[config.mk]
export PLATFORM = sky130hd
export DESIGN_NAME = serial_lcd_command_transmitter_core
export DESIGN_NICKNAME = d
export VERILOG_FILES = /design/src/rtl/slcd_pkg.sv /design/src/rtl/slcd_front.sv /design/src/rtl/slcd_queue.sv /design/src/rtl/slcd_back.sv /design/src/rtl/serial_lcd_command_transmitter_core.sv
export VERILOG_INCLUDE_DIRS = /design/src /design/src/rtl
export SDC_FILE = /design/constraint.sdc
export NUM_CORES = 1
export LEC_CHECK = 0
export BUFFER_PORTS_ARGS = -buffer_cell sky130_fd_sc_hd__buf_2
export CORE_UTILIZATION = 65
export CTS_BUF_LIST = sky130_fd_sc_hd__clkbuf_8
export CTS_CLUSTER_SIZE = 14
export DETAILED_ROUTE_END_ITERATION = 8
export GPL_TIMING_DRIVEN = 1
export PLACE_DENSITY = 0.88
export RECOVER_POWER = 25
export SETUP_SLACK_MARGIN = 0.05
export SLEW_MARGIN = 40
export SYNTH_ARGS = -nofsm -noshare
export SYNTH_HDL_FRONTEND = slang
export SYNTH_SLANG_ARGS = --single-unit
[constraint.sdc]
create_clock -name clk_i -period 5.04 [get_ports clk_i]
set_input_delay 1.008 -clock clk_i [delete_from_list [all_inputs] [get_ports clk_i]]
set_output_delay 1.008 -clock clk_i [all_outputs]
set_load 0.03 [all_outputs]
[src/rtl/assert_macros.svh]
// Assertion helpers used by the top-level core
`ifndef ASSERT_MACROS_SVH
`define ASSERT_MACROS_SVH

// Property must hold at every rising edge outside reset
`define ASSERT_AT(lbl, clk, rstn, prop) \
  lbl: assert property (@(posedge clk) disable iff (!rstn) (prop)) \
    else $error("assertion failed");

// Condition must never be seen at a rising edge outside reset
`define ASSERT_NEVER(lbl, clk, rstn, cond) \
  lbl: assert property (@(posedge clk) disable iff (!rstn) !(cond)) \
    else $error("forbidden condition seen");

`endif

[src/rtl/slcd_pkg.sv]
package slcd_pkg;

  // LCD command bytes
  localparam logic [7:0] CMD_PREFIX   = 8'hFE;
  localparam logic [7:0] ADDR_BASE    = 8'h80;
  localparam logic [7:0] LINE2_OFFSET = 8'h30;
  localparam logic [7:0] LINE2_START  = 8'hC0;
  localparam logic [7:0] CLEAR_CODE   = 8'h01;
  localparam logic [7:0] SPACE_CODE   = 8'h20;

  localparam logic [15:0] BIT_TICKS_RESET = 16'd102;
  localparam int          LINE_CHARS_DEF  = 16;

  // Operation codes on the input channel
  localparam logic [2:0] OP_TICK  = 3'd0;
  localparam logic [2:0] OP_CHAR  = 3'd1;
  localparam logic [2:0] OP_GOTO  = 3'd2;
  localparam logic [2:0] OP_CLEAR = 3'd3;
  localparam logic [2:0] OP_LINE  = 3'd4;

  // Position limits for go-to
  localparam logic [7:0] POS_LINE1_END = 8'd16;
  localparam logic [7:0] POS_LINE2_END = 8'd32;

  // Serial bit slots
  localparam logic [3:0] SLOT_LAST_DATA = 4'd8;
  localparam logic [3:0] SLOT_STOP      = 4'd9;

  typedef enum logic [1:0] {
    REQ_TICK,
    REQ_CMD,
    REQ_NOP
  } req_op_e;

  typedef enum logic [1:0] {
    SEQ_CHAR,
    SEQ_GOTO,
    SEQ_CLEAR,
    SEQ_LINE
  } seq_kind_e;

  // Classified request carried through the queue
  typedef struct packed {
    req_op_e   op;
    seq_kind_e kind;
    logic [7:0] arg;
  } req_t;

  // Queue status seen by front and back
  typedef struct packed {
    logic empty;
    logic full;
  } q_status_t;

  // Byte sent at a given step of a sequence
  function automatic logic [7:0] seq_byte(seq_kind_e kind, logic first, logic second,
                                          logic [7:0] arg);
    logic [7:0] b;
    if (kind == SEQ_CHAR) begin
      b = arg;
    end else if (first) begin
      b = CMD_PREFIX;
    end else if (kind == SEQ_CLEAR) begin
      b = CLEAR_CODE;
    end else if (second) begin
      b = arg;
    end else begin
      b = SPACE_CODE;
    end
    return b;
  endfunction

endpackage

[src/rtl/slcd_front.sv]
module slcd_front import slcd_pkg::*; (
  input  logic       in_valid_i,
  output logic       in_stall_o,
  input  logic [2:0] in_operation_i,
  input  logic [7:0] in_char_code_i,
  input  logic [7:0] in_position_i,
  input  logic       in_line_select_i,
  input  q_status_t  q_stat_i,
  output logic       push_o,
  output req_t       push_req_o
);

  // Take a request whenever the queue has room
  assign in_stall_o = q_stat_i.full;
  assign push_o     = in_valid_i && !q_stat_i.full;

  // Classify the operation and prepare the sequence argument
  always_comb begin
    push_req_o.op   = REQ_NOP;
    push_req_o.kind = SEQ_CHAR;
    push_req_o.arg  = '0;
    if (in_operation_i == OP_TICK) begin
      push_req_o.op = REQ_TICK;
    end else if (in_operation_i inside {[OP_CHAR:OP_LINE]}) begin
      push_req_o.op = REQ_CMD;
    end
    case (in_operation_i)
      OP_CHAR: begin
        push_req_o.kind = SEQ_CHAR;
        push_req_o.arg  = in_char_code_i;
      end
      OP_GOTO: begin
        push_req_o.kind = SEQ_GOTO;
        if (in_position_i < POS_LINE1_END) begin
          push_req_o.arg = ADDR_BASE + in_position_i;
        end else if (in_position_i < POS_LINE2_END) begin
          push_req_o.arg = ADDR_BASE + LINE2_OFFSET + in_position_i;
        end else begin
          push_req_o.arg = ADDR_BASE;
        end
      end
      OP_CLEAR: begin
        push_req_o.kind = SEQ_CLEAR;
      end
      OP_LINE: begin
        push_req_o.kind = SEQ_LINE;
        push_req_o.arg  = in_line_select_i ? LINE2_START : ADDR_BASE;
      end
      default: begin
        push_req_o.kind = SEQ_CHAR;
      end
    endcase
  end

endmodule

[src/rtl/slcd_queue.sv]
module slcd_queue import slcd_pkg::*; (
  input  logic      clk_i,
  input  logic      rst_ni,
  input  logic      push_i,
  input  req_t      push_req_i,
  input  logic      pop_i,
  output req_t      head_o,
  output q_status_t stat_o
);

  // Two-entry request queue
  req_t       mem_q [2];
  logic       wr_ptr_q, wr_ptr_d;
  logic       rd_ptr_q, rd_ptr_d;
  logic [1:0] cnt_q, cnt_d;

  assign stat_o.empty = (cnt_q == 2'd0);
  assign stat_o.full  = (cnt_q == 2'd2);
  assign head_o       = mem_q[rd_ptr_q];

  // Pointer and fill count update
  always_comb begin
    wr_ptr_d = wr_ptr_q;
    rd_ptr_d = rd_ptr_q;
    cnt_d    = cnt_q;
    if (push_i) begin
      wr_ptr_d = ~wr_ptr_q;
    end
    if (pop_i) begin
      rd_ptr_d = ~rd_ptr_q;
    end
    if (push_i && !pop_i) begin
      cnt_d = cnt_q + 2'd1;
    end else if (!push_i && pop_i) begin
      cnt_d = cnt_q - 2'd1;
    end
  end

  always_ff @(posedge clk_i or negedge rst_ni) begin
    if (!rst_ni) begin
      wr_ptr_q <= 1'b0;
      rd_ptr_q <= 1'b0;
      cnt_q    <= 2'd0;
    end else begin
      wr_ptr_q <= wr_ptr_d;
      rd_ptr_q <= rd_ptr_d;
      cnt_q    <= cnt_d;
    end
  end

  // Entry storage, no reset needed
  always_ff @(posedge clk_i) begin
    if (push_i) begin
      mem_q[wr_ptr_q] <= push_req_i;
    end
  end

endmodule

[src/rtl/slcd_back.sv]
module slcd_back import slcd_pkg::*; #(
  parameter int LineChars = LINE_CHARS_DEF,
  parameter int StepW     = $clog2(LINE_CHARS_DEF + 2)
) (
  input  logic        clk_i,
  input  logic        rst_ni,
  input  logic        cfg_we_i,
  input  logic [15:0] cfg_wdata_i,
  input  q_status_t   q_stat_i,
  input  req_t        head_i,
  output logic        pop_o,
  output logic        out_valid_o,
  input  logic        out_stall_i,
  output logic        out_tx_line_o,
  output logic        out_busy_res_o,
  output logic        out_accepted_o
);

  localparam logic [StepW:0] LenChar  = (StepW + 1)'(1);
  localparam logic [StepW:0] LenShort = (StepW + 1)'(2);
  localparam logic [StepW:0] LenLine  = (StepW + 1)'(LineChars + 2);

  logic [15:0]      bit_ticks_q;
  logic [15:0]      tick_cnt_q, tick_cnt_d;
  logic [3:0]       slot_q, slot_d;
  logic [7:0]       shift_q, shift_d;
  seq_kind_e        kind_q, kind_d;
  logic [StepW-1:0] step_q, step_d;
  logic [7:0]       arg_q, arg_d;
  logic             busy_q, busy_d;
  logic             level_q, level_d;
  logic             acc;

  logic             out_valid_q;
  logic             out_tx_q, out_busy_q, out_acc_q;

  logic [16:0]      tick_next;
  logic [3:0]       slot_next;
  logic [StepW:0]   step_next;
  logic [StepW:0]   seq_len;

  // Take the next request when the output register is free or draining
  assign pop_o = !q_stat_i.empty && (!out_valid_q || !out_stall_i);

  assign tick_next = {1'b0, tick_cnt_q} + 17'd1;
  assign slot_next = slot_q + 4'd1;
  assign step_next = {1'b0, step_q} + (StepW + 1)'(1);

  always_comb begin
    case (kind_q)
      SEQ_CHAR: seq_len = LenChar;
      SEQ_LINE: seq_len = LenLine;
      default:  seq_len = LenShort;
    endcase
  end

  // Sequencer and bit timer step for one request
  always_comb begin
    tick_cnt_d = tick_cnt_q;
    slot_d     = slot_q;
    shift_d    = shift_q;
    kind_d     = kind_q;
    step_d     = step_q;
    arg_d      = arg_q;
    busy_d     = busy_q;
    level_d    = level_q;
    acc        = 1'b0;
    if (head_i.op == REQ_TICK) begin
      if (busy_q) begin
        if (tick_next < {1'b0, bit_ticks_q}) begin
          tick_cnt_d = tick_next[15:0];
        end else begin
          tick_cnt_d = '0;
          slot_d     = slot_next;
          if (slot_next <= SLOT_LAST_DATA) begin
            level_d = shift_q[slot_q[2:0]];
          end else if (slot_next == SLOT_STOP) begin
            level_d = 1'b1;
          end else if (step_next < seq_len) begin
            step_d  = step_next[StepW-1:0];
            shift_d = seq_byte(kind_q, 1'b0, step_next == (StepW + 1)'(1), arg_q);
            slot_d  = '0;
            level_d = 1'b0;
          end else begin
            busy_d  = 1'b0;
            slot_d  = '0;
            step_d  = '0;
            level_d = 1'b1;
          end
        end
      end
    end else if (head_i.op == REQ_CMD && !busy_q) begin
      acc        = 1'b1;
      kind_d     = head_i.kind;
      arg_d      = head_i.arg;
      step_d     = '0;
      busy_d     = 1'b1;
      shift_d    = seq_byte(head_i.kind, 1'b1, 1'b0, head_i.arg);
      slot_d     = '0;
      tick_cnt_d = '0;
      level_d    = 1'b0;
    end
  end

  // Sequencer state
  always_ff @(posedge clk_i or negedge rst_ni) begin
    if (!rst_ni) begin
      tick_cnt_q <= '0;
      slot_q     <= '0;
      shift_q    <= '0;
      kind_q     <= SEQ_CHAR;
      step_q     <= '0;
      arg_q      <= '0;
      busy_q     <= 1'b0;
      level_q    <= 1'b1;
    end else if (pop_o) begin
      tick_cnt_q <= tick_cnt_d;
      slot_q     <= slot_d;
      shift_q    <= shift_d;
      kind_q     <= kind_d;
      step_q     <= step_d;
      arg_q      <= arg_d;
      busy_q     <= busy_d;
      level_q    <= level_d;
    end
  end

  // Bit period register
  always_ff @(posedge clk_i or negedge rst_ni) begin
    if (!rst_ni) begin
      bit_ticks_q <= BIT_TICKS_RESET;
    end else if (cfg_we_i) begin
      bit_ticks_q <= cfg_wdata_i;
    end
  end

  // Output register
  always_ff @(posedge clk_i or negedge rst_ni) begin
    if (!rst_ni) begin
      out_valid_q <= 1'b0;
    end else if (pop_o) begin
      out_valid_q <= 1'b1;
    end else if (!out_stall_i) begin
      out_valid_q <= 1'b0;
    end
  end

  always_ff @(posedge clk_i) begin
    if (pop_o) begin
      out_tx_q   <= level_d;
      out_busy_q <= busy_d;
      out_acc_q  <= acc;
    end
  end

  assign out_valid_o    = out_valid_q;
  assign out_tx_line_o  = out_tx_q;
  assign out_busy_res_o = out_busy_q;
  assign out_accepted_o = out_acc_q;

endmodule

[src/rtl/serial_lcd_command_transmitter_core.sv]
// Serial LCD command transmitter.
// Input channel: one request per item, either a timebase tick or an LCD
// command (character, go-to, clear display, clear line). Commands are only
// taken while no byte sequence is in progress; a refused command leaves all
// state alone. Each request produces one result: serial line level, busy
// flag, and whether this request started a sequence.
// Output line: 8N1, LSB first, idle high; each bit lasts bit_ticks ticks,
// bytes of a sequence are sent back to back.
// Config: cfg_we_i writes bit_ticks from cfg_wdata_i; write only when idle.
// Throughput: one request per clock while the receiver does not stall. An
// accepted request is queued in a two-entry buffer and its result is registered
// in the output register when the back end takes it from the queue.
// When the receiver stalls, the result holds in the output register while
// the queue fills; in_stall_o rises once both queue entries are taken.
// Reset: line high, not busy, queue and output empty, bit_ticks = 102.
`include "assert_macros.svh"
module serial_lcd_command_transmitter_core import slcd_pkg::*; #(
  parameter int LINE_CHARS = LINE_CHARS_DEF
) (
  input  logic        clk_i,
  input  logic        rst_ni,
  input  logic        in_valid_i,
  output logic        in_stall_o,
  input  logic [2:0]  in_operation_i,
  input  logic [7:0]  in_char_code_i,
  input  logic [7:0]  in_position_i,
  input  logic        in_line_select_i,
  output logic        out_valid_o,
  input  logic        out_stall_i,
  output logic        out_tx_line_o,
  output logic        out_busy_res_o,
  output logic        out_accepted_o,
  input  logic        cfg_we_i,
  input  logic [15:0] cfg_wdata_i
);

  localparam int StepW = $clog2(LINE_CHARS + 2);

  q_status_t q_stat;
  logic      push, pop;
  req_t      push_req, head_req;

  // Front: accept and classify
  slcd_front u_front (
    .in_valid_i       (in_valid_i),
    .in_stall_o       (in_stall_o),
    .in_operation_i   (in_operation_i),
    .in_char_code_i   (in_char_code_i),
    .in_position_i    (in_position_i),
    .in_line_select_i (in_line_select_i),
    .q_stat_i         (q_stat),
    .push_o           (push),
    .push_req_o       (push_req)
  );

  // Request queue between front and back
  slcd_queue u_queue (
    .clk_i      (clk_i),
    .rst_ni     (rst_ni),
    .push_i     (push),
    .push_req_i (push_req),
    .pop_i      (pop),
    .head_o     (head_req),
    .stat_o     (q_stat)
  );

  // Back: sequencer, bit timer and result register
  slcd_back #(
    .LineChars (LINE_CHARS),
    .StepW     (StepW)
  ) u_back (
    .clk_i          (clk_i),
    .rst_ni         (rst_ni),
    .cfg_we_i       (cfg_we_i),
    .cfg_wdata_i    (cfg_wdata_i),
    .q_stat_i       (q_stat),
    .head_i         (head_req),
    .pop_o          (pop),
    .out_valid_o    (out_valid_o),
    .out_stall_i    (out_stall_i),
    .out_tx_line_o  (out_tx_line_o),
    .out_busy_res_o (out_busy_res_o),
    .out_accepted_o (out_accepted_o)
  );

  // An idle result always shows the line high
  `ASSERT_AT(a_idle_high, clk_i, rst_ni, (out_valid_o && !out_busy_res_o) |-> out_tx_line_o)
  // A started sequence is busy and shows its start bit
  `ASSERT_AT(a_acc_start, clk_i, rst_ni,
             (out_valid_o && out_accepted_o) |-> (out_busy_res_o && !out_tx_line_o))
  // Queue status flags are exclusive
  `ASSERT_NEVER(a_q_flags, clk_i, rst_ni, q_stat.full && q_stat.empty)

endmodule
Word level (Yosys, flattened, before mapping)
Memories as Yosys holds them, arrays and structs flattened.
Cells that the tools add are included.
{"block": "totals", "ff_bits": 69, "input_bits": 41, "latchBits": 0, "out_inout_bits": 5, "mem_bits_ro": 0, "mem_bits_rw": 24, "memories": 1}
{"block": "op_classes", "reduce_logical": 26, "n_mul": 0, "n_div": 0, "bitwise_logic": 3, "n_lt_le_gt_ge": 8, "shift": 0, "n_eq_ne": 16, "n_addsub": 7, "muxes": 59}
{"name": "u_queue.mem_q", "words": 2, "width": 12, "read_ports": 1, "rd_ports_with_merged_regs": 0, "wr": 1, "line": "slcd_queue.sv:12", "source": "req_t mem_q [2];"}
{"cell": "2-to-1 mux 8 bit", "n": 13}
{"cell": "2-to-1 mux 16 bit", "n": 4}
{"cell": "2-to-1 mux 5 bit", "n": 7}
{"cell": "2-to-1 mux 4 bit", "n": 6}
{"cell": "one-hot mux 8 bit (3 select lines)", "n": 1}
{"cell": "2-to-1 mux 1 bit", "n": 20}
{"cell": "adder 16 x 1 -> 17 bit, second input constant", "n": 1}
{"cell": "< comparator 17 x 16 -> 1 bit", "n": 1}
{"cell": "adder 8 bit, first input constant", "n": 2}
{"cell": "one-hot mux 5 bit (2 select lines)", "n": 1}
{"cell": "zero test 2 bit", "n": 4}
{"cell": "< comparator 8 x 5 -> 1 bit, second input constant", "n": 1}
{"cell": "< comparator 8 x 6 -> 1 bit, second input constant", "n": 1}
{"cell": "2-to-1 mux 2 bit", "n": 4}
{"cell": "!= test 2 bit, second input constant", "n": 4}
{"cell": "zero test 1 bit", "n": 7}
{"cell": "2-to-1 mux 7 bit", "n": 1}
{"cell": "AND reduction 7 bit", "n": 1}
{"cell": "adder 5 x 1 -> 6 bit, second input constant", "n": 1}
{"cell": "equality test 2 bit, second input constant", "n": 3}
{"cell": "equality test 3 x 2 -> 1 bit, second input constant", "n": 2}
{"cell": "equality test 6 x 1 -> 1 bit, second input constant", "n": 1}
{"cell": "logical AND 1 bit", "n": 6}
{"cell": "< comparator 6 x 5 -> 1 bit", "n": 1}
{"cell": "other kinds (21)", "n": 26}

Depth between registers and ports, before layout
Gate-level depths: netlist of run 1.
{"block": "depth", "depth_word": 11, "depth_mapped": 14}

Hierarchy
Synthesis of run 1 repeated with hierarchy kept, for this count alone.
{"block": "unflattened", "cells_unflattened": 507, "area_unflattened_um2": 5283.8}
{"mod": "slcd_back", "seq_area_each_um2": 1647.8, "cells_per_inst": 409, "area_each_um2": 3905.0, "n_inst": 1}
{"mod": "slcd_queue", "seq_area_each_um2": 820.8, "cells_per_inst": 53, "area_each_um2": 1087.3, "n_inst": 1}
{"mod": "slcd_front", "seq_area_each_um2": 0.0, "cells_per_inst": 45, "area_each_um2": 291.5, "n_inst": 1}

Worst setup path before layout of run 1
OpenSTA, ideal clock, no wires.
{"block": "synth_timing", "kind": "reg2reg", "from": "reg u_back.tick_cnt_q[5]", "to": "reg u_back.tick_cnt_q[12]", "path_slack_ps": 1775, "arrival_time_ps": 3196, "stages_incl_launch_ff": 14, "setup_ps": 69, "t_required_ps": 4971, "n_path_buf": 1, "path_cell_list": "dfrtp_1 nand3_1 nor4_2 and2b_1 and3_1 xor2_1 ha_1 nand3_1 nor2_1 a221oi_1 nand4_1 buf_6 or4_1 nand3_1"}
{"block": "synth_between", "elab_chain_len": 5}
{"element": "start, declared", "line": "slcd_back.sv:24", "source": "logic [15:0] tick_cnt_q, tick_cnt_d;"}
{"element": "start signal, assigned", "line": "slcd_back.sv:117", "source": "tick_cnt_q <= tick_cnt_d;"}
{"element": "adder 16 x 1 -> 17 bit *", "line": "slcd_back.sv:45", "source": "assign tick_next = {1'b0, tick_cnt_q} + 17'd1;"}
{"element": "< comparator 17 x 16 -> 1 bit", "line": "slcd_back.sv:70", "source": "if (tick_next < {1'b0, bit_ticks_q}) begin"}
{"element": "2-to-1 mux 16 bit *", "line": "slcd_back.sv:70"}
{"element": "2-to-1 mux 16 bit *", "line": "slcd_back.sv:69", "source": "if (busy_q) begin"}
{"element": "2-to-1 mux 16 bit *", "line": "slcd_back.sv:68", "source": "if (head_i.op == REQ_TICK) begin"}
Every way passes the cells marked *; elsewhere a longest branch is shown, timed or not. The select of a mux whose other input is x is not followed.
A chain may end at the register's enable or synchronous reset.

Worst setup path in the final report of run 1
{"block": "layout_timing", "from": "reg u_back.tick_cnt_q[5]", "to": "reg u_back.step_q[2]"}
{"block": "layout_between", "elab_chain_len": 4}
{"element": "adder 16 x 1 -> 17 bit", "line": "slcd_back.sv:45"}
{"element": "< comparator 17 x 16 -> 1 bit", "line": "slcd_back.sv:70"}
{"element": "!= test 2 bit (no source line)"}
{"element": "AND reduction 6 bit (no source line)"}
{"element": "end signal, assigned", "line": "slcd_back.sv:121", "source": "step_q <= step_d;"}
{"element": "end, declared", "line": "slcd_back.sv:28", "source": "logic [StepW-1:0] step_q, step_d;"}
Every way passes these cells.

==> flow_summary.ini, run 1 <==
[outcome]
status = finished, violations left
violations = max-capacitance violations, max-slew violations

[logic_synthesis]
synth_top_family_by_area = simple AND/OR/NAND/NOR gates
synth_seq_cells = 93
synth_top_area_frac = 0.282
netlist_area_um2 = 5410
synth_area_leaders = dfrtp_1 (28%), edfxtp_1 (15%), ha_1 (5.8%)
synthArstFlopShare = 0.710
synth_fa_ha_area_frac = 0.0579
syn_avg_cell_area_um2 = 9.81
synth_compound_area_frac = 0.171
yosysSeqAreaShare = 0.457
synth.net_count = 617
synth_edf_count = 27
ys_types = 66
netlist_instances = 551
synth_flop_cell = dfrtp_1
yosys.area_share.xor_xnor = 0.0373
yosys.area_share.simple = 0.178
synth.mux.area_fraction = 0.0500
synth_top_area_cell = dfrtp_1
yosys_warnings = 0

[clock_network]
cts_buffers = 9
cts_htree_levels = 3
clockBufferDepth = 2
hold_buffers = 0
postCtsResizedCells = 0
clock-sinks = 93
clkTransAtPathRegs_ns = 0.10
root_buffer = clkbuf_8
tritoncts = built
worstSkewPairLatency_ns = 0.38
cts_setup_buffers = 0

[setup_path]
slowest_stage = and4_2
worstSetupPathType = flip-flop to flip-flop
worst-endpoint-required_ns = 5.30
cp_cell_sequence = nand3_1, nor4_2, and2b_1, and3_1, xor2_1, ha_1, nand3_1, nor2_1, a221oi_1, and4_2, nor3_4, a221o_1
crit_path_frequent_cell = nand3_1
worst-path-buf-inv = 0
arrival_ns = 4.13
start_kind = flip-flop
cp_max_fo = 21
cpPeakStageDelay_ns = 0.64
endpoint_kind = flip-flop
path_delay_family = simple AND/OR/NAND/NOR gates

[sta]
slew_headroom = -0.0826
min_period_over_period = 0.766
fmax_ghz = 0.259
setup_viol = 0
maxSlewViolCount = 31
finClkSkew_ns = 0.0121
grt_setup_unrepaired = no
setup_tns_ns = 0
period_minus_slack_ns = 3.86
worst_slew_pin_slew_ns = 1.62
finalWorstSetupSlack_ns = 1.18
hold_violations = 0

[global_routing]
grt_pass1_wl_mm = 19.9
antenna_found_initial = 0
grt_pass1_vias = 4274
grt_max_degree = 38
grt_util_all_layers = 0.296
overflow = 0

[route]
post_drt_wl_per_cell_um = 16.7
first_pass_iters = 5
ant_nets = 0
via_per_inst = 6.34
drtIter0Drc = 371
post-route-drc-count = 0
num_vias = 4387
drt-total-wl_mm = 11.6

[power_and_ir_drop]
p_int_w = 0.00169
clockPowerShare = 0.224
ir_worst_vdd_v = 0.000307
powerDensity_nw_per_um2 = 461
sequentialPowerShare = 0.427
p_leak_nw = 2.52
p_sw_w = 0.00103
comb_power_share = 0.349
p_sw_frac = 0.379

[floorplanning]
dieArea_um2 = 8690
rows = 32
pin_count = 46
start_util = 0.685
die_x_um = 93.2
core_um2 = 7890
die_y_um = 93.2

[final_layout]
final_common_cell = nand2_1
final_cell_mix = nand2_1 (61), dfrtp_1 (60), buf_2 (41)
antenna_cells = 0
final_layout_size_suffix_gt1_frac = 0.147
nNetsFinal = 651
syn2layout_area_growth_pct = 9.23
fin_cells = 692

[place]
io_buffers = 45
hpwlAfterDp_mm = 8.35
dp.cells = 676
globalplace.congestion = 0.848
dp_worst_setup_slack_ns = 1.29

[worst_hold_path]
hp-class = flip-flop to flip-flop

[run]
drv_cap = 1
## cells by family after synthesis
| family | after synthesis |
|---|---|
| AND/OR/NAND/NOR | 192 |
| AO/OA/AOI/OAI | 134 |
| flip-flops | 93 |
| buffers and inverters | 60 |
| adder cells (fa/ha/maj) | 25 |
| multiplexers | 24 |
| XOR/XNOR | 23 |
## routing by layer
| layer | wire [um] | GRT usage | share of wire | vias to the layer above |
|---|---|---|---|---|
| met2 | 5660 | 0.484 | 0.49 | 175 |
| met3 | 740 | 0.0463 | 0.064 | 22 |
| met1 | 4970 | 0.400 | 0.43 | 2099 |
| met5 | 0 | 0 | 0 | - |
| met4 | 204 | 0.108 | 0.018 | 0 |
| li1 | - | - | - | 2091 |
## stage by stage
stage / utilization / hold WS (ns) / power [W] / cell area, um2
after floorplan: - / 0.460 / 0.00186 / 5410
after detailed placement: 0.717 / 0.479 / 0.00210 / 5660
after global routing: 0.749 / 0.536 / 0.00289 / 5910
after CTS: 0.748 / 0.507 / 0.00271 / 5900
final: 0.749 / 0.510 / 0.00272 / 5910
after global placement: 0.716 / 0.460 / 0.00204 / 5650
## registers in the layout, summed over array words and instances (netlist names)
name and flops:
u_back.out_busy_res_o 1, u_queue.rd_ptr_q 1, u_back.step_q 5, u_back.kind_q 2, u_back.out_tx_line_o 1, u_queue.wr_ptr_q 1, u_back.tick_cnt_q 16, u_back.bit_ticks_q 16
u_queue.mem_q 24, u_queue.cnt_q 2, u_back.busy_q 1, u_back.level_q 1, u_back.arg_q 8, u_back.slot_q 4, u_back.out_accepted_o 1, u_back.out_valid_o 1
u_back.shift_q 8
## tightest hold or removal path: cells and delay by family (launching register included)
family,cells,cell delay [ns]
flops,1,0.38
compound gates,1,0.07
buf+inv,1,0.06
## cell type report
type	instances	area [um2]
Multi-Input combinational cell	398	2690
Sequential cell	93	2470
Fill cell	507	1980
Timing Repair Buffer	49	250
Inverter	34	128
Tap cell	102	128
Clock buffer	9	124
Clock inverter	7	120
## synthesized netlist by cell type, drive strengths merged (9+ instances only)
cell	number
nor3	10
buf	13
a21oi	27
nand4	15
edfxtp	27
clkbuf	13
nand2	61
xnor2	16
nor2	37
dfrtp	61
o21ai	36
ha	25
a22o	11
mux2i	18
and2	9
inv	34
nand3	28
## power groups by stage
stage,clock network [W],registers [W],logic [W]
after floorplan,0,0.00111,0.000750
after global placement,0,0.00116,0.000881
after detailed placement,0,0.00117,0.000931
after CTS,0.000612,0.00116,0.000943
after global routing,0.000644,0.00119,0.00106
final,0.000610,0.00116,0.000949
## final timing paths
check,from,end,slack (ns),cells past startpoint
setup / recovery,u_back.tick_cnt_q[5]$_DFFE_PN0P_,u_back.step_q[2]$_DFFE_PN0P_,1.18,12
hold reg to reg,u_back.level_q$_DFFE_PN1P_,u_back.level_q$_DFFE_PN1P_,0.51,2
max in group asynchronous,rst_ni,u_back.bit_ticks_q[1]$_DFFE_PN1P_,2.74,2
min in group asynchronous,rst_ni,u_back.step_q[0]$_DFFE_PN0P_,1.03,1
hold / removal,u_back.level_q$_DFFE_PN1P_,u_back.level_q$_DFFE_PN1P_,0.51,2
setup reg to reg,u_back.tick_cnt_q[5]$_DFFE_PN0P_,u_back.step_q[2]$_DFFE_PN0P_,1.18,12
Power figures use the tool's default switching activity.
==> run 2: changes to the inputs <==
--- a/config.mk
+++ b/config.mk
@@ -7,12 +7,12 @@
 export NUM_CORES = 1
 export LEC_CHECK = 0
 export BUFFER_PORTS_ARGS = -buffer_cell sky130_fd_sc_hd__buf_2
-export CORE_UTILIZATION = 65
+export CORE_UTILIZATION = 62
 export CTS_BUF_LIST = sky130_fd_sc_hd__clkbuf_8
 export CTS_CLUSTER_SIZE = 14
 export DETAILED_ROUTE_END_ITERATION = 8
 export GPL_TIMING_DRIVEN = 1
-export PLACE_DENSITY = 0.88
+export PLACE_DENSITY = 0.84
 export RECOVER_POWER = 25
 export SETUP_SLACK_MARGIN = 0.05
 export SLEW_MARGIN = 40
==> constraint.sdc (replaced) <==
create_clock -name clk_i -period 4 [get_ports clk_i]
set_input_delay 0.8 -clock clk_i [delete_from_list [all_inputs] [get_ports clk_i]]
set_output_delay 0.8 -clock clk_i [all_outputs]
set_load 0.03 [all_outputs]
==> flow_summary.ini, run 2 (synthesized netlist as in run 1, its figures left out) <==
[outcome]
status = finished, violations left
violations = max-capacitance violations, max-slew violations

[sta]
maxSlewViolCount = 69
worst_slew_pin_slew_ns = 1.91
fmax_ghz = 0.274
period_minus_slack_ns = 3.65
grt_setup_unrepaired = no
slew_headroom = -0.272
min_period_over_period = 0.912
finClkSkew_ns = 0.0123
setup_viol = 0
setup_tns_ns = 0
hold_violations = 0

[route]
post_drt_wl_per_cell_um = 16.8
drt-total-wl_mm = 11.7
drtIter0Drc = 366
first_pass_iters = 7
num_vias = 4400
post-route-drc-count = 0
via_per_inst = 6.29
ant_nets = 0

[global_routing]
antenna_found_initial = 0
overflow = 0
grt_util_all_layers = 0.273
grt_pass1_wl_mm = 19.1
grt_max_degree = 36
grt_pass1_vias = 4019

[floorplanning]
core_um2 = 8340
die_y_um = 95.4
start_util = 0.648
rows = 33
die_x_um = 95.4
pin_count = 46
dieArea_um2 = 9100

[power_and_ir_drop]
p_leak_nw = 2.54
ir_worst_vdd_v = 0.000354
p_sw_frac = 0.392
clockPowerShare = 0.188
p_sw_w = 0.00130
fin_total_pwr_w = 0.00330
p_int_w = 0.00201
powerDensity_nw_per_um2 = 561
sequentialPowerShare = 0.444
comb_power_share = 0.368

[final_layout]
top_regs = u_queue.mem_q (24), u_back.bit_ticks_q (16), u_back.tick_cnt_q (16)
largest_reg_flops = 24
finish.utilization = 0.706
antenna_cells = 0
largest_register = u_queue.mem_q
fin_cells = 699
syn2layout_area_growth_pct = 8.89
final_layout_size_suffix_gt1_frac = 0.152
nNetsFinal = 655
final_common_cell = nand2_1
final_cell_mix = nand2_1 (61), dfrtp_1 (60), buf_2 (44)

[place]
dp.cells = 683
io_buffers = 45
hpwlAfterDp_mm = 8.37
globalplace.congestion = 0.878

[setup_path]
cp_max_fo = 18
worstSetupStartpoint = u_back.tick_cnt_q[5]$_DFFE_PN0P_
cpPeakStageDelay_ns = 0.44
cp_cell_sequence = nand3_1, nor4_4, and2b_1, and3_1, xor2_1, ha_1, nand3_1, nor2_1, a221oi_1, and4_1, buf_4, nor3_4, a221o_1
worstSetupPathType = flip-flop to flip-flop
worstReg2RegStart = u_back.tick_cnt_q[5]$_DFFE_PN0P_
start_kind = flip-flop
crit_path_frequent_cell = nand3_1
worst-endpoint-required_ns = 4.25
arrival_ns = 3.90
slowest_stage = dfrtp_1
endpoint_kind = flip-flop

[clock_network]
cts_buffers = 9
tritoncts = built
hold_buffers = 0
root_buffer = clkbuf_8
clockBufferDepth = 2
clock-sinks = 93
cts_htree_levels = 3
worstSkewPairLatency_ns = 0.36
clkTransAtPathRegs_ns = 0.09

[worst_hold_path]
hp-class = flip-flop to flip-flop
min_from = u_back.level_q$_DFFE_PN1P_

[run]
drv_cap = 2
run 2: what timing repair did:
item,in CTS,in global routing
buffers inserted,0,0
endpoints found under the setup margin,0,7
resized for setup,0,1
run 2: per-stage QoR:
stage,hold WS (ns),setup WS (ns),instance area (um2)
4_1_cts,0.494,0.368,5890
6_report,0.490,0.352,5890
3_5_place_dp,0.481,0.379,5700
3_3_place_gp,0.460,0.546,5690
5_1_grt,0.516,0.0692,5890
2_1_floorplan,0.460,0.735,5410
run 2: worst paths after layout:
path,endpoint,slack [ns],cells after the start
setup / recovery,u_back.step_q[2]$_DFFE_PN0P_,0.35,13
hold / removal,u_back.level_q$_DFFE_PN1P_,0.49,2
setup reg to reg,u_back.step_q[2]$_DFFE_PN0P_,0.35,13
hold reg to reg,u_back.level_q$_DFFE_PN1P_,0.49,2
max in group asynchronous,u_back.tick_cnt_q[2]$_DFFE_PN0P_,0.69,2
min in group asynchronous,u_back.step_q[4]$_DFFE_PN0P_,0.96,1
run 2: area by class of cell:
| type | instances | area (um2) |
|---|---|---|
| well taps | 105 | 131 |
| repair buffers | 53 | 280 |
| clock inverters | 7 | 68.8 |
| flip-flops and latches | 93 | 2470 |
| multi-input cells | 398 | 2690 |
| inverters | 34 | 128 |
| clock buffers | 9 | 124 |
| fillers | 606 | 2450 |
run 2: critical path: cells and delay by family (launching register included):
family / cells / cell delay (ns)
fa+ha+maj: 1 / 0.27
simple gates: 8 / 1.68
buf+inv: 1 / 0.26
flops: 1 / 0.44
xor+xnor: 1 / 0.19
compound gates: 2 / 0.66
run 2: routing by layer:
metal | global-route usage | wire length [um] | up-vias | part of all wire
met5 | 0 | 0 | - | 0
met4 | 0.0784 | 161 | 0 | 0.014
met2 | 0.449 | 5820 | 170 | 0.50
li1 | - | - | 2093 | -
met1 | 0.368 | 5080 | 2119 | 0.43
met3 | 0.0542 | 678 | 18 | 0.058
run 2: power groups by stage:
stage / sequential, W / clock, W / combinational (W)
after floorplan: 0.00140 / 0 / 0.000945
after global placement: 0.00146 / 0 / 0.00113
after detailed placement: 0.00148 / 0 / 0.00119
after CTS: 0.00146 / 0.000629 / 0.00121
after global routing: 0.00150 / 0.000667 / 0.00135
final: 0.00147 / 0.000621 / 0.00121
==> run 3: changes to the inputs <==
--- a/config.mk
+++ b/config.mk
@@ -18,4 +18,5 @@
 export SLEW_MARGIN = 40
 export SYNTH_ARGS = -nofsm -noshare
 export SYNTH_HDL_FRONTEND = slang
+export SYNTH_HIERARCHICAL = 1
 export SYNTH_SLANG_ARGS = --single-unit
==> flow_summary.ini, run 3 <==
[worst_hold_path]
hp-class = flip-flop to flip-flop

[floorplanning]
pin_count = 46
rows = 33
core_um2 = 8220
die_x_um = 94.3
start_util = 0.643
die_y_um = 94.3
dieArea_um2 = 8900

[logic_synthesis]
yosys_warnings = 6
synthArstFlopShare = 0.710
netlist_instances = 507
ys_types = 69
synth_area_leaders = dfrtp_1 (29%), edfxtp_1 (15%), ha_1 (5.9%)
post-synth-top-count-cell = nand2_1
netlist_area_um2 = 5280
synth.top_cells.by_count = nand2_1 (63), dfrtp_1 (61), o21ai_0 (43)
yosysSeqAreaShare = 0.467
syn_avg_cell_area_um2 = 10.4
synth_top_area_frac = 0.289
synth_edf_count = 27
synth_flop_cell = dfrtp_1
synth_seq_cells = 93
synth.net_count = 573
synth_top_area_cell = dfrtp_1

[sta]
setup_viol = 0
fmax_ghz = 0.270
grt_setup_unrepaired = no
maxSlewViolCount = 37
min_period_over_period = 0.927
worst_slew_pin_slew_ns = 1.90
slew_headroom = -0.266
hold_violations = 0
finClkSkew_ns = 0.00924
period_minus_slack_ns = 3.71
setup_tns_ns = 0

[final_layout]
final_cell_mix = nand2_1 (63), dfrtp_1 (61), buf_2 (44)
final_common_cell = nand2_1
syn2layout_area_growth_pct = 8.71
final_area_um2 = 5740
nNetsFinal = 614
fin_cells = 658
finish.utilization = 0.699
largest_reg_flops = 24
final_layout_size_suffix_gt1_frac = 0.230
top_regs = u_queue/mem_q (24), u_back/bit_ticks_q (16), u_back/tick_cnt_q (16)
nFillCells = 601
antenna_cells = 0
largest_register = u_queue/mem_q

[setup_path]
endpoint_kind = flip-flop
start_kind = flip-flop
path_delay_family = simple AND/OR/NAND/NOR gates
worstSetupPathType = flip-flop to flip-flop
cp_cell_sequence = ha_1, nand2_1, nor4_4, nand3_1, nand2_1, nand2_1, ha_1, nand3_1, nor3_1, o311ai_1, and3_4, o41ai_2, nand2_1
crit_path_end = u_back/out_busy_res_o$_DFFE_PP_
worst-path-buf-inv = 0
worstSetupStartpoint = u_back/tick_cnt_q[0]$_DFFE_PN0P_
reg2regPathDepth = 13
path_depth = 13
worst-endpoint-required_ns = 4.12
rrSetupSlack_ns = 0.29
r2r_end = u_back/out_busy_res_o$_DFFE_PP_
worstReg2RegStart = u_back/tick_cnt_q[0]$_DFFE_PN0P_
cpPeakStageDelay_ns = 0.48
crit_path_frequent_cell = nand2_1
slowest_stage = nor4_4
cp_max_fo = 7
arrival_ns = 3.83

[place]
hpwlAfterDp_mm = 7.79
globalplace.congestion = 0.887
place_area_um2 = 5560
io_buffers = 45
dp.cells = 642

[clock_network]
cts_buffers = 9
tritoncts = built
root_buffer = clkbuf_8
clock-sinks = 93
clkTransAtPathRegs_ns = 0.10
clockBufferDepth = 2
cts_setup_buffers = 0
worstSkewPairLatency_ns = 0.37
cts_htree_levels = 3

[power_and_ir_drop]
p_leak_nw = 2.54
powerDensity_nw_per_um2 = 524
ir_worst_vdd_v = 0.000463

[global_routing]
grt_pass1_wl_mm = 17.8
overflow = 0
antenna_found_initial = 0
grt_pass1_vias = 3730
grt_util_all_layers = 0.261
grt_max_degree = 37

[route]
ant_nets = 0
post-route-drc-count = 0
first_pass_iters = 5
post_drt_wl_per_cell_um = 15.9
drt-total-wl_mm = 10.5
num_vias = 3862
drtIter0Drc = 249
via_per_inst = 5.87

[outcome]
violations = max-capacitance violations, max-slew violations
status = finished, violations left

[run]
drv_cap = 1
-- run 3: worst reg2reg max path, cell delays in order (launching register included) --
cell and delay (ns):
dfrtp_1 0.47, ha_1 0.31, nand2_1 0.14, nor4_4 0.48
nand3_1 0.20, nand2_1 0.10, nand2_1 0.06, ha_1 0.28
nand3_1 0.07, nor3_1 0.37, o311ai_1 0.24, and3_4 0.25
o41ai_2 0.41, nand2_1 0.09
-- run 3: logic make-up after synthesis --
family,synth area share
simple gates,0.169
compound gates,0.133
flops,0.467
buf+inv,0.0516
mux,0.0883
fa+ha+maj,0.0592
xor+xnor,0.0315
-- run 3: worst min path at each step --
stage | slack (ns) | to | cells after the start | start
2_1_floorplan | 0.44 | u_back/arg_q[0]$_DFFE_PN0P_ | 2 | u_back/arg_q[0]$_DFFE_PN0P_
3_3_place_gp | 0.46 | u_back/arg_q[0]$_DFFE_PN0P_ | 2 | u_back/arg_q[0]$_DFFE_PN0P_
3_5_place_dp | 0.49 | u_back/arg_q[0]$_DFFE_PN0P_ | 2 | u_back/arg_q[0]$_DFFE_PN0P_
4_1_cts | 0.51 | u_back/arg_q[0]$_DFFE_PN0P_ | 2 | u_back/arg_q[0]$_DFFE_PN0P_
5_1_grt | 0.52 | u_queue/cnt_q[1]$_DFFE_PN0P_ | 1 | u_queue/cnt_q[1]$_DFFE_PN0P_
6_report | 0.51 | u_back/arg_q[0]$_DFFE_PN0P_ | 2 | u_back/arg_q[0]$_DFFE_PN0P_
-- run 3: repair_timing --
item	in CTS	in global routing
setup endpoints to repair	0	13
hold buffers	0	0
resized for setup	0	2
-- run 3: per-stage QoR --
stage | hold WS [ns] | power [W] | worst slack, ns
after global routing | 0.516 | 0.00319 | 0.0602
after CTS | 0.508 | 0.00302 | 0.274
after floorplan | 0.445 | 0.00216 | 0.814
after global placement | 0.459 | 0.00234 | 0.512
final | 0.505 | 0.00301 | 0.294
after detailed placement | 0.486 | 0.00241 | 0.296
-- run 3: per-layer routing --
layer | GRT usage | vias up | routed length [um]
met2 | 0.418 | 112 | 5130
met5 | 0 | - | 0
met4 | 0.0885 | 0 | 222
met1 | 0.361 | 1843 | 4650
met3 | 0.0453 | 24 | 476
li1 | - | 1883 | -
-- run 3: area by class of cell --
cell class	count	area, um2	share of cell area
sequential	93	2470	0.430
multi-input combinational	354	2550	0.443
inverter	40	150	0.0261
clock inverter	7	66.3	0.0115
timing repair buffer	50	258	0.0449
clock buffer	9	124	0.0216
tap	105	131	0.0229
-- run 3: power by group --
group          total [W]  internal (W)  switching (W)
sequential       0.00134       0.00118       0.000161
combinational    0.00107      0.000465       0.000600
clock           0.000608      0.000242       0.000365
